`src/sv/dda_pkg.sv`:
```
package dda_pkg;

    // Default geometry
    localparam int COORD_BITS = 11;
    localparam int FRAC_BITS  = 16;

    // Item operation codes
    localparam logic OP_START   = 1'b0;
    localparam logic OP_ADVANCE = 1'b1;

    // Sequencer states
    typedef enum logic [1:0] {
        S_IDLE,
        S_DIV_X,
        S_DIV_Y
    } t_state;

endpackage

```
`src/sv/dda_div.sv`:
```
// Restoring divider for (mag << FRAC_BITS) / divisor with mag <= divisor.
// The quotient fits in FRAC_BITS+1 bits, one bit per cycle, integer bit first.
module dda_div #(
    parameter int COORD_BITS = dda_pkg::COORD_BITS,
    parameter int FRAC_BITS  = dda_pkg::FRAC_BITS
) (
    input  logic                  i_clk,
    input  logic                  i_rst_n,
    input  logic                  i_start,
    input  logic [COORD_BITS-1:0] i_dividend,
    input  logic [COORD_BITS-1:0] i_divisor,
    output logic                  o_done,
    output logic [FRAC_BITS:0]    o_quotient
);

    localparam int CNT_BITS = $clog2(FRAC_BITS + 1);
    localparam logic [CNT_BITS-1:0] CNT_TOP = CNT_BITS'(FRAC_BITS);

    logic                  r_busy, n_busy;
    logic                  r_done, n_done;
    logic [CNT_BITS-1:0]   r_cnt, n_cnt;
    logic [COORD_BITS:0]   r_rem, n_rem;
    logic [COORD_BITS-1:0] r_div, n_div;
    logic [FRAC_BITS:0]    r_quo, n_quo;

    logic [COORD_BITS+1:0] diff;
    logic                  ge;
    logic [COORD_BITS:0]   kept;

    // One trial subtraction per cycle
    always_comb begin
        diff = {1'b0, r_rem} - {2'b00, r_div};
        ge   = ~diff[COORD_BITS+1];
        kept = ge ? diff[COORD_BITS:0] : r_rem;
    end

    always_comb begin
        n_busy = r_busy;
        n_done = 1'b0;
        n_cnt  = r_cnt;
        n_rem  = r_rem;
        n_div  = r_div;
        n_quo  = r_quo;
        if (i_start) begin
            n_busy = 1'b1;
            n_cnt  = CNT_TOP;
            n_rem  = {1'b0, i_dividend};
            n_div  = i_divisor;
        end else if (r_busy) begin
            // remainder stays below divisor, so the dropped top bit is zero
            n_rem = {kept[COORD_BITS-1:0], 1'b0};
            n_quo = {r_quo[FRAC_BITS-1:0], ge};
            n_cnt = r_cnt - 1'b1;
            if (r_cnt == '0) begin
                n_busy = 1'b0;
                n_done = 1'b1;
            end
        end
    end

    always_ff @(posedge i_clk) begin
        if (!i_rst_n) begin
            r_busy <= 1'b0;
            r_done <= 1'b0;
            r_cnt  <= '0;
        end else begin
            r_busy <= n_busy;
            r_done <= n_done;
            r_cnt  <= n_cnt;
        end
        r_rem <= n_rem;
        r_div <= n_div;
        r_quo <= n_quo;
    end

    assign o_done     = r_done;
    assign o_quotient = r_quo;

endmodule

```
`src/sv/dda_line_rasterizer.sv`:
```
// DDA line rasterizer.
// Input channel (i_valid / o_stall): operation 0 starts a line from
// (start_x, start_y) to (end_x, end_y); operation 1 advances one pixel.
// Output channel (o_valid / i_stall): one pixel per transfer, o_last marks
// the end point of the line.
// A start transfer presents the start pixel on the output in the following cycle.
// If the endpoints differ, the input then stalls while one shared serial
// divider forms the x and y increments, one quotient bit per cycle.
// Advance transfers stream pixels at one per clock while the receiver
// does not stall; the increment add and the rounding add set that path.
// An advance with no line in progress is taken and gives no pixel.
// The output is a single register: when the receiver stalls, the pixel holds
// and the input stalls until it is taken.
// Synchronous reset clears the line state and the output valid.
module dda_line_rasterizer #(
    parameter int COORD_BITS = dda_pkg::COORD_BITS,
    parameter int FRAC_BITS  = dda_pkg::FRAC_BITS
) (
    input  logic                  i_clk,
    input  logic                  i_rst_n,
    input  logic                  i_valid,
    output logic                  o_stall,
    input  logic                  i_operation,
    input  logic [COORD_BITS-1:0] i_start_x,
    input  logic [COORD_BITS-1:0] i_start_y,
    input  logic [COORD_BITS-1:0] i_end_x,
    input  logic [COORD_BITS-1:0] i_end_y,
    output logic                  o_valid,
    input  logic                  i_stall,
    output logic [COORD_BITS-1:0] o_pixel_x,
    output logic [COORD_BITS-1:0] o_pixel_y,
    output logic                  o_last
);

    localparam int POS_BITS  = COORD_BITS + FRAC_BITS;
    localparam int STEP_BITS = FRAC_BITS + 2;

    dda_pkg::t_state r_state, n_state;

    logic [POS_BITS-1:0]   r_pos_x, r_pos_y;
    logic [STEP_BITS-1:0]  r_step_x, r_step_y;
    logic [COORD_BITS-1:0] r_steps_left;
    logic                  r_active;
    logic                  r_neg_x, r_neg_y;
    logic [COORD_BITS-1:0] r_ady, r_steps;
    logic                  r_out_valid;
    logic [COORD_BITS-1:0] r_out_x, r_out_y;
    logic                  r_out_last;

    logic accept, out_free;
    logic is_start;

    logic [COORD_BITS:0]   dx, dy;
    logic [COORD_BITS-1:0] adx, ady, steps;

    logic                  div_start;
    logic [COORD_BITS-1:0] div_dividend, div_divisor;
    logic                  div_done;
    logic [FRAC_BITS:0]    div_quo;
    logic [STEP_BITS-1:0]  inc, inc_neg;

    logic [POS_BITS-1:0]   nxt_pos_x, nxt_pos_y;
    logic [COORD_BITS-1:0] rnd_x, rnd_y;

    // Handshake
    assign out_free = ~r_out_valid | ~i_stall;
    assign o_stall  = (r_state != dda_pkg::S_IDLE) | ~out_free;
    assign accept   = i_valid & ~o_stall;
    assign is_start = (i_operation == dda_pkg::OP_START);

    // Deltas, magnitudes and step count
    always_comb begin
        dx    = {1'b0, i_end_x} - {1'b0, i_start_x};
        dy    = {1'b0, i_end_y} - {1'b0, i_start_y};
        adx   = dx[COORD_BITS] ? COORD_BITS'(-dx) : dx[COORD_BITS-1:0];
        ady   = dy[COORD_BITS] ? COORD_BITS'(-dy) : dy[COORD_BITS-1:0];
        steps = (adx > ady) ? adx : ady;
    end

    // Advance: new position and rounded pixel
    always_comb begin
        nxt_pos_x = r_pos_x + POS_BITS'($signed(r_step_x));
        nxt_pos_y = r_pos_y + POS_BITS'($signed(r_step_y));
        rnd_x     = nxt_pos_x[POS_BITS-1:FRAC_BITS] + COORD_BITS'(nxt_pos_x[FRAC_BITS-1]);
        rnd_y     = nxt_pos_y[POS_BITS-1:FRAC_BITS] + COORD_BITS'(nxt_pos_y[FRAC_BITS-1]);
    end

    // Signed increment from the unsigned quotient
    assign inc     = {1'b0, div_quo};
    assign inc_neg = -inc;

    // Sequencer
    always_comb begin
        n_state      = r_state;
        div_start    = 1'b0;
        div_dividend = r_ady;
        div_divisor  = r_steps;
        unique case (r_state)
            dda_pkg::S_IDLE: begin
                div_dividend = adx;
                div_divisor  = steps;
                if (accept && is_start && (steps != '0)) begin
                    div_start = 1'b1;
                    n_state   = dda_pkg::S_DIV_X;
                end
            end
            dda_pkg::S_DIV_X: begin
                if (div_done) begin
                    div_start = 1'b1;
                    n_state   = dda_pkg::S_DIV_Y;
                end
            end
            dda_pkg::S_DIV_Y: begin
                if (div_done) begin
                    n_state = dda_pkg::S_IDLE;
                end
            end
            default: n_state = dda_pkg::S_IDLE;
        endcase
    end

    always_ff @(posedge i_clk) begin
        if (!i_rst_n) begin
            r_state <= dda_pkg::S_IDLE;
        end else begin
            r_state <= n_state;
        end
    end

    dda_div #(
        .COORD_BITS (COORD_BITS),
        .FRAC_BITS  (FRAC_BITS)
    ) u_div (
        .i_clk      (i_clk),
        .i_rst_n    (i_rst_n),
        .i_start    (div_start),
        .i_dividend (div_dividend),
        .i_divisor  (div_divisor),
        .o_done     (div_done),
        .o_quotient (div_quo)
    );

    // Line state
    always_ff @(posedge i_clk) begin
        if (!i_rst_n) begin
            r_pos_x      <= '0;
            r_pos_y      <= '0;
            r_step_x     <= '0;
            r_step_y     <= '0;
            r_steps_left <= '0;
            r_active     <= 1'b0;
        end else begin
            if (accept && is_start) begin
                r_pos_x      <= {i_start_x, FRAC_BITS'(0)};
                r_pos_y      <= {i_start_y, FRAC_BITS'(0)};
                r_step_x     <= '0;
                r_step_y     <= '0;
                r_steps_left <= steps;
                r_active     <= (steps != '0);
            end else if (accept && r_active) begin
                r_pos_x      <= nxt_pos_x;
                r_pos_y      <= nxt_pos_y;
                r_steps_left <= r_steps_left - 1'b1;
                if (r_steps_left == COORD_BITS'(1)) begin
                    r_active <= 1'b0;
                end
            end
            if (div_done && (r_state == dda_pkg::S_DIV_X)) begin
                r_step_x <= r_neg_x ? inc_neg : inc;
            end
            if (div_done && (r_state == dda_pkg::S_DIV_Y)) begin
                r_step_y <= r_neg_y ? inc_neg : inc;
            end
        end
    end

    // Operands kept for the second division and the signs
    always_ff @(posedge i_clk) begin
        if (accept && is_start) begin
            r_neg_x <= dx[COORD_BITS];
            r_neg_y <= dy[COORD_BITS];
            r_ady   <= ady;
            r_steps <= steps;
        end
    end

    // Output register
    always_ff @(posedge i_clk) begin
        if (!i_rst_n) begin
            r_out_valid <= 1'b0;
        end else if (out_free) begin
            r_out_valid <= accept & (is_start | r_active);
        end
        if (accept && is_start) begin
            r_out_x    <= i_start_x;
            r_out_y    <= i_start_y;
            r_out_last <= (steps == '0);
        end else if (accept && r_active) begin
            r_out_x    <= rnd_x;
            r_out_y    <= rnd_y;
            r_out_last <= (r_steps_left == COORD_BITS'(1));
        end
    end

    assign o_valid   = r_out_valid;
    assign o_pixel_x = r_out_x;
    assign o_pixel_y = r_out_y;
    assign o_last    = r_out_last;

endmodule

```
`config.mk`:
```
export PLATFORM = sky130hd
export DESIGN_NAME = dda_line_rasterizer
export DESIGN_NICKNAME = d
export VERILOG_FILES = /design/src/sv/dda_pkg.sv /design/src/sv/dda_div.sv /design/src/sv/dda_line_rasterizer.sv
export SDC_FILE = /design/constraint.sdc
export NUM_CORES = 1
export LEC_CHECK = 0
export BUFFER_PORTS_ARGS = -buffer_cell sky130_fd_sc_hd__buf_4
export CORE_ASPECT_RATIO = 0.5
export CORE_UTILIZATION = 55
export DETAILED_ROUTE_END_ITERATION = 8
export PLACE_DENSITY = 0.76
export SLEW_MARGIN = 20
export SYNTH_ARGS = -nofsm -noshare
export SYNTH_HDL_FRONTEND = slang
export SYNTH_SLANG_ARGS = --single-unit
```
`constraint.sdc`:
```
create_clock -name i_clk -period 7.2 [get_ports i_clk]
set_input_delay 0.72 -clock i_clk [delete_from_list [all_inputs] [get_ports i_clk]]
set_output_delay 0.72 -clock i_clk [all_outputs]
set_load 0.02 [all_outputs]
```
==> summary.txt, run 1 <==
Placed design
  – Dpl cells: 1990
  – Hpwl dp: 25.3 mm
  – PortBufs: 73
  – Final GP Congestion: 0.913

Synth
  – Synth cell count leaders: 210 x nand2_1, 113 x dfxtp_1, 107 x ha_1
  – Mapped Cells: 1637
  – Async set or reset register ratio after synthesis: 0%
  – Synth area leaders: edfxtp_1 18%, dfxtp_1 16%, ha_1 9.6%, nand2_1 5.6%, xnor2_1 5.3%
  – #FFs+latches synth: 199
  – Netlist cell types: 77
  – Synthesis warning total: 0
  – Post-synth EDFFs: 86
  – Largest area contributor in the netlist: edfxtp_1
  – Syn_area_per_cell: 8.53 um^2
  – Post-synth top area share: 18.5%
  – Register area share after synthesis: 34.7%
  – Post-Syn Nets: 1798
  – Most frequent cell after synthesis: nand2_1
  – Top_reg_cell synth: dfxtp_1
  – Cell area after synthesis: 0.0140 mm^2

Timing
  – Unrepaired setup endpoints after global routing: no
  – Final Hold Fails: 0
  – Tightest hold margin: 460 ps
  – Tcrit/Tclk final: 88.1%
  – Tightest Pin Transition: 1070 ps
  – Fin Clk Skew: 13.4 ps
  – Post-route minimum period: 6350 ps
  – Max_slew headroom: 28.7%
  – Setup TNS: 0 ps
  – Endpoints failing setup: 0
  – Slew Viols, Final: 0
  – Fmax: 158 MHz

Floorplanning
  – # IOs: 74
  – Chip Width: 227 um
  – Starting density of the core: 57.2%
  – Cell Rows: 40
  – Total core area: 0.0244 mm^2
  – Die area: 0.0261 mm^2
  – Die Span Y: 115 um

CTS
  – Clk slew on worst S/H paths: 70 ps
  – CTS tree: yes
  – Clock Sinks: 199
  – # hold bufs at CTS: 0
  – Setup bufs post-CTS: 0
  – Htree depth: 4
  – Post-cts resize count: 0
  – Clock Root Buffer: clkbuf_16
  – Worst skew pair latency: 450 ps
  – CTS Buf Count: 17
  – CTS Buffer Depth: 2

Global route
  – M1 GR Usage: 36.5%
  – Total grt overflow: 0
  – Met3 usage: 3.80%
  – GR Util All Layers: 26.4%
  – First-pass GRT wire length: 54.8 mm
  – Global routing's busiest layer: met2
  – Initial antenna violation count: 0
  – Vias in the first global route: 11000
  – Largest net degree at the start of global routing: 87
  – Met2 usage: 43.6%

Detailed routing
  – Antenna violation net count after detailed routing: 0
  – DR vias/cell: 5.90
  – Via count: 11900
  – Wire per inst: 16.7 um
  – DRC Markers: 0
  – Initial DRC Count: 909
  – 1st-pass router iterations: 5
  – WL final: 33.8 mm

Worst setup path
  – Top Family by Delay on Critical Path: compound AO/OA/AOI/OAI gates
  – Buffers and inverters on the worst path: 5
  – Reg2reg setup slack: 3200 ps
  – Worst stage delay on the critical path: 460 ps
  – Crit path cell chain: buf_4 > inv_1 > ha_1 > inv_1 > fa_1 > a21o_1 > a21oi_1 > xnor2_1 > o21ai_0 > a221oi_1 > xnor2_1 > inv_1 > ha_1 > nand4_1 > a21oi_1 > a2111oi_0 > o211ai_1 > o31a_1 > inv_2 > nand3_1 > a2111oi_0 > nand4_1 > a21oi_2 > nand2_1
  – Worst endpoint required time: 7280 ps
  – Critical-path top delay cell: a21oi_2
  – Worst path arrival time: 6430 ps
  – Startpoint Class: input pin
  – Critical path class: in -> reg
  – Critical R2R Capture: o_pixel_x[10]$_DFFE_PP_
  – Crit-path max FO: 12
  – Launch point of the worst reg-to-reg path: r_pos_x[0]$_SDFFE_PP0P_
  – Worst r2r path cells: 17
  – Crit. End Element: register
  – CP most frequent cell: inv_1

Power and ir drop
  – Pwr/cell area: 233 mW/mm^2
  – Leakage power: 6.52 nW
  – Int Pwr: 2.35 mW
  – Switching Fraction: 34.3%
  – Reg power frac: 38.6%
  – IR drop worst, VDD: 0.144 mV
  – Switching power total: 1.23 mW
  – Gate power share: 33.1%
  – Clk pwr share: 28.3%

Status
  – Outcome: complete, no violations

Final layout
  – Area Overhead vs Synth: 10.2%
  – Fill cells: 2121
  – Post-Layout Cell Count: 2024
  – Nets: 1835
  – Share of layout cells above drive strength 1: 8.83%

Worst hold path
  – WHS Path Cells: 2
  – Hold WC Path Type: reg -> reg
  – Worst Hold End: r_pos_y[5]$_SDFFE_PP0P_
  – Hold path start: r_pos_y[5]$_SDFFE_PP0P_

Job
  – Max-cap viol count: 0
-- cell type report --
cell class	count	area [um^2]	share of cell area (%)
tap	336	420	2.73
clock buffer	22	507	3.29
timing repair buffer	83	627	4.08
sequential	199	4840	31.5
antenna	1	2.50	0.0163
clock inverter	10	110	0.716
multi-input combinational	1264	8460	55.0
inverter	109	409	2.66
-- cell families (layout without fill, tap and decap cells) --
group / Yosys count / in the layout / share of synthesized area, %
simple gates: 582 / 582 / 20.2
buf+inv: 174 / 224 / 4.78
other cells: 0 / 1 / 0
xor+xnor: 134 / 134 / 8.41
mux: 39 / 39 / 2.84
fa+ha+maj: 112 / 112 / 10.3
compound gates: 397 / 397 / 18.7
flops: 199 / 199 / 34.7
-- flip-flops by register name (all words and copies together) (netlist names), 2 cells and up --
signal,count
u_div.o_quotient,17
r_ady,11
u_div.r_cnt,5
r_step_y,18
o_pixel_y,11
r_steps,11
r_step_x,18
r_steps_left,11
u_div.r_rem,12
r_pos_y,27
r_pos_x,27
r_state,2
u_div.r_div,11
o_pixel_x,11
-- power groups by stage --
stage                     Combinational (mW)  Clock, mW  Sequential [mW]
after floorplan                        0.834          0             1.40
after global placement                  1.13          0             1.40
after detailed placement                1.16          0             1.41
after CTS                               1.17       1.02             1.38
after global routing                    1.30       1.07             1.39
final                                   1.18       1.01             1.38
-- stage by stage --
| stage | instance area, um^2 | worst slack [ps] | power [mW] | util (%) |
|---|---|---|---|---|
| floorplan | 14000 | 531 | 2.24 | - |
| global placement | 14800 | 797 | 2.53 | 60.4 |
| detailed placement | 14800 | 493 | 2.57 | 60.4 |
| CTS | 15400 | 913 | 3.58 | 62.9 |
| global route | 15400 | 393 | 3.76 | 63.0 |
| finish | 15400 | 854 | 3.58 | 63.0 |
-- layout by cell type, fill, tap and decap left out, drive strengths merged, types with 9 or more instances in the layout --
cell type / count
a211oi: 13
a21boi: 22
a21o: 29
a21oi: 106
a221oi: 9
a222oi: 18
a31oi: 9
and2: 33
and3: 13
buf: 83
clkbuf: 22
dfxtp: 113
edfxtp: 86
ha: 107
inv: 112
mux2i: 34
nand2: 211
nand2b: 9
nand3: 64
nand4: 19
nor2: 103
nor2b: 36
nor3: 34
o211ai: 9
o21a: 20
o21ai: 90
o31ai: 13
or2: 10
or3: 19
xnor2: 84
xor2: 50
-- how the worst max path moves through the flow --
stage          slack [ps]  depth (start not counted)                            end         start
6_report              850                         24       u_div.r_rem[8]$_DFFE_PP_    i_end_x[0]
5_1_grt               390                         24       u_div.r_rem[7]$_DFFE_PP_    i_end_x[0]
2_1_floorplan         530                         21  u_div.o_quotient[0]$_DFFE_PP_    i_end_x[0]
4_1_cts               910                         22       u_div.r_rem[7]$_DFFE_PP_  i_start_x[0]
3_3_place_gp          800                         24   u_div.r_rem[0]$_SDFFCE_PN0P_    i_end_x[0]
3_5_place_dp          490                         24       u_div.r_rem[3]$_DFFE_PP_    i_end_x[0]
-- routing by layer --
metal / up-vias / routed length (um)
met3: 33 / 1740
met1: 5661 / 16100
met5: - / 0
met4: 0 / 365
li1: 5936 / -
met2: 311 / 15600
-- worst register-to-register path, delay by kind of cell, from the launching register on --
kind,cells,cell delay (ps)
compound gates,4,1210
simple gates,6,950
fa+ha+maj,4,800
xor+xnor,2,380
flops,1,310
buf+inv,1,70
(Power assumes the default switching activity.)
==> run 2, diff against run 1 <==
--- a/config.mk
+++ b/config.mk
@@ -6,10 +6,12 @@
 export NUM_CORES = 1
 export LEC_CHECK = 0
 export BUFFER_PORTS_ARGS = -buffer_cell sky130_fd_sc_hd__buf_4
+export CELL_PAD_IN_SITES_DETAIL_PLACEMENT = 1
+export CELL_PAD_IN_SITES_GLOBAL_PLACEMENT = 2
 export CORE_ASPECT_RATIO = 0.5
-export CORE_UTILIZATION = 55
+export CORE_UTILIZATION = 39
 export DETAILED_ROUTE_END_ITERATION = 8
-export PLACE_DENSITY = 0.76
+export PLACE_DENSITY = 0.85
 export SLEW_MARGIN = 20
 export SYNTH_ARGS = -nofsm -noshare
 export SYNTH_HDL_FRONTEND = slang
==> summary.txt, run 2 (synthesis results as in run 1) <==
Timing
  – Setup TNS: 0 ps
  – Tightest Pin Transition: 1090 ps
  – Tcrit/Tclk final: 91.2%
  – Post-route minimum period: 6570 ps
  – Unrepaired setup endpoints after global routing: no
  – Endpoints failing setup: 0
  – Fin Clk Skew: 14.6 ps
  – Final Hold Fails: 0
  – Max_slew headroom: 27.0%
  – Fmax: 152 MHz
  – Slew Viols, Final: 0

Power and ir drop
  – IR drop worst, VDD: 0.110 mV
  – Switching Fraction: 36.2%
  – Clk pwr share: 26.1%
  – Gate power share: 34.7%
  – Int Pwr: 2.26 mW
  – Leakage power: 6.50 nW
  – Pwr/cell area: 229 mW/mm^2
  – Switching power total: 1.28 mW
  – Total power: 3.55 mW
  – Reg power frac: 39.2%

Worst setup path
  – Reg2reg setup slack: 2810 ps
  – Critical path class: in -> reg
  – Worst stage delay on the critical path: 600 ps
  – Worst path arrival time: 6850 ps
  – Startpoint Class: input pin
  – Crit path cell chain: buf_4 > inv_1 > ha_1 > inv_1 > fa_1 > xnor2_1 > nand3_1 > mux2_2 > or2_2 > o41ai_1 > xor2_1 > inv_1 > ha_1 > nand4_1 > o211ai_1 > o31a_1 > o21ai_0 > a2111oi_0 > nand4_1 > a21oi_2 > buf_4 > mux2i_1
  – Instance count on the critical path: 22
  – CP most frequent cell: inv_1
  – Critical-path top delay cell: a2111oi_0
  – Top Family by Delay on Critical Path: compound AO/OA/AOI/OAI gates
  – Worst r2r path cells: 17
  – Worst endpoint required time: 7480 ps
  – Crit-path max FO: 12
  – Crit. End Element: register
  – Buffers and inverters on the worst path: 5

Global route
  – GR Util All Layers: 22.5%
  – Largest net degree at the start of global routing: 87
  – First-pass GRT wire length: 66.0 mm
  – Vias in the first global route: 12400
  – Total grt overflow: 0
  – Initial antenna violation count: 2

CTS
  – CTS tree: yes
  – Htree depth: 4
  – Clock Sinks: 199
  – Clock Root Buffer: clkbuf_16
  – CTS Buf Count: 17
  – # hold bufs at CTS: 0
  – CTS Buffer Depth: 2
  – Clk slew on worst S/H paths: 70 ps
  – Worst skew pair latency: 450 ps

Final layout
  – Largest regs: r_pos_x (27), r_pos_y (27)
  – Antenna diodes: 0
  – Commonest cells after routing, fill and taps aside: 209 x nand2_1, 113 x dfxtp_1, 107 x ha_1
  – Commonest non-fill, non-tap cell in the layout: nand2_1
  – Nets: 1837
  – Area Overhead vs Synth: 11.1%
  – Final core utilization: 44.5%
  – Post-Layout Cell Count: 2164
  – Share of layout cells above drive strength 1: 9.12%

Floorplanning
  – Total core area: 0.0348 mm^2
  – Starting density of the core: 40.1%
  – # IOs: 74
  – Chip Width: 270 um
  – Die area: 0.0366 mm^2
  – Cell Rows: 48
  – Die Span Y: 136 um

Placed design
  – Final GP Congestion: 0.853
  – Dpl cells: 2131
  – Hpwl dp: 31.1 mm
  – PortBufs: 73

Detailed routing
  – DR vias/cell: 5.63
  – Wire per inst: 19.0 um
  – Antenna violation net count after detailed routing: 0
  – DRC Markers: 0
  – Via count: 12200
  – WL final: 41.1 mm
  – 1st-pass router iterations: 5
  – Initial DRC Count: 720

Worst hold path
  – WHS Path Cells: 2
  – Hold WC Path Type: reg -> reg

Job
  – Max-cap viol count: 0

Status
  – Outcome: complete, no violations
## run 2: cell types whose count changed in the layout (fill, tap and decap cells not counted), sizes merged
cell and delta:
buf +2, bufinv -2, diode -1, inv +2
## run 2: power groups by stage
stage / Combinational (mW) / Clock, mW / Sequential, mW
6_report: 1.23 / 0.927 / 1.39
5_1_grt: 1.35 / 1.00 / 1.40
4_1_cts: 1.23 / 0.950 / 1.39
3_5_place_dp: 1.21 / 0 / 1.41
3_3_place_gp: 1.17 / 0 / 1.41
2_1_floorplan: 0.834 / 0 / 1.40
## run 2: timing repair
action,CTS,global route
setup endpoints to repair,0,28
hold endpoints to repair,0,0
setup buffers,0,0
gates resized for setup,0,2
## run 2: metal layers
layer / up-vias / global-route usage [%] / wire length (um)
li1: 5919 / - / -
met1: 6067 / 30.6 / 20000
met2: 170 / 38.1 / 19300
met3: 27 / 2.99 / 1310
met4: 0 / 5.08 / 432
met5: - / 0 / 0
## run 2: final timing paths
check                           startpoint                       end
setup reg to reg   r_pos_x[0]$_SDFFE_PP0P_   o_pixel_x[10]$_DFFE_PP_
setup / recovery                i_end_x[0]  u_div.r_rem[6]$_DFFE_PP_
hold / removal    r_pos_y[13]$_SDFFE_PP0P_  r_pos_y[13]$_SDFFE_PP0P_
hold reg to reg   r_pos_y[13]$_SDFFE_PP0P_  r_pos_y[13]$_SDFFE_PP0P_
## run 2: area by class of cell
cell class,count,area (um^2)
Fill cell,4119,19300
Multi-Input combinational cell,1264,8470
Timing Repair Buffer,85,642
Sequential cell,199,4840
Inverter,109,409
Tap cell,475,594
Clock inverter,10,65.1
Clock buffer,22,480
## run 2: through the flow
| step | hold WS, ps | setup slack, ps | area [um^2] |
|---|---|---|---|
| floorplan | 424 | 531 | 14000 |
| global placement | 442 | 539 | 14900 |
| detailed placement | 452 | 190 | 14900 |
| CTS | 461 | 620 | 15500 |
| global route | 477 | 59.4 | 15500 |
| finish | 462 | 630 | 15500 |
## run 2: worst reg2reg max path, stage by stage (launching register included)
cell	delay, ps
dfxtp_1	320
ha_1	220
inv_1	90
fa_1	190
nor2b_1	80
o31a_1	290
or3_1	340
a221oi_1	670
nor2b_1	90
o21ai_0	190
nand2b_1	90
xor2_1	360
ha_1	260
ha_1	240
and4_1	250
nand4bb_1	160
xnor2_1	170
o21ai_0	90
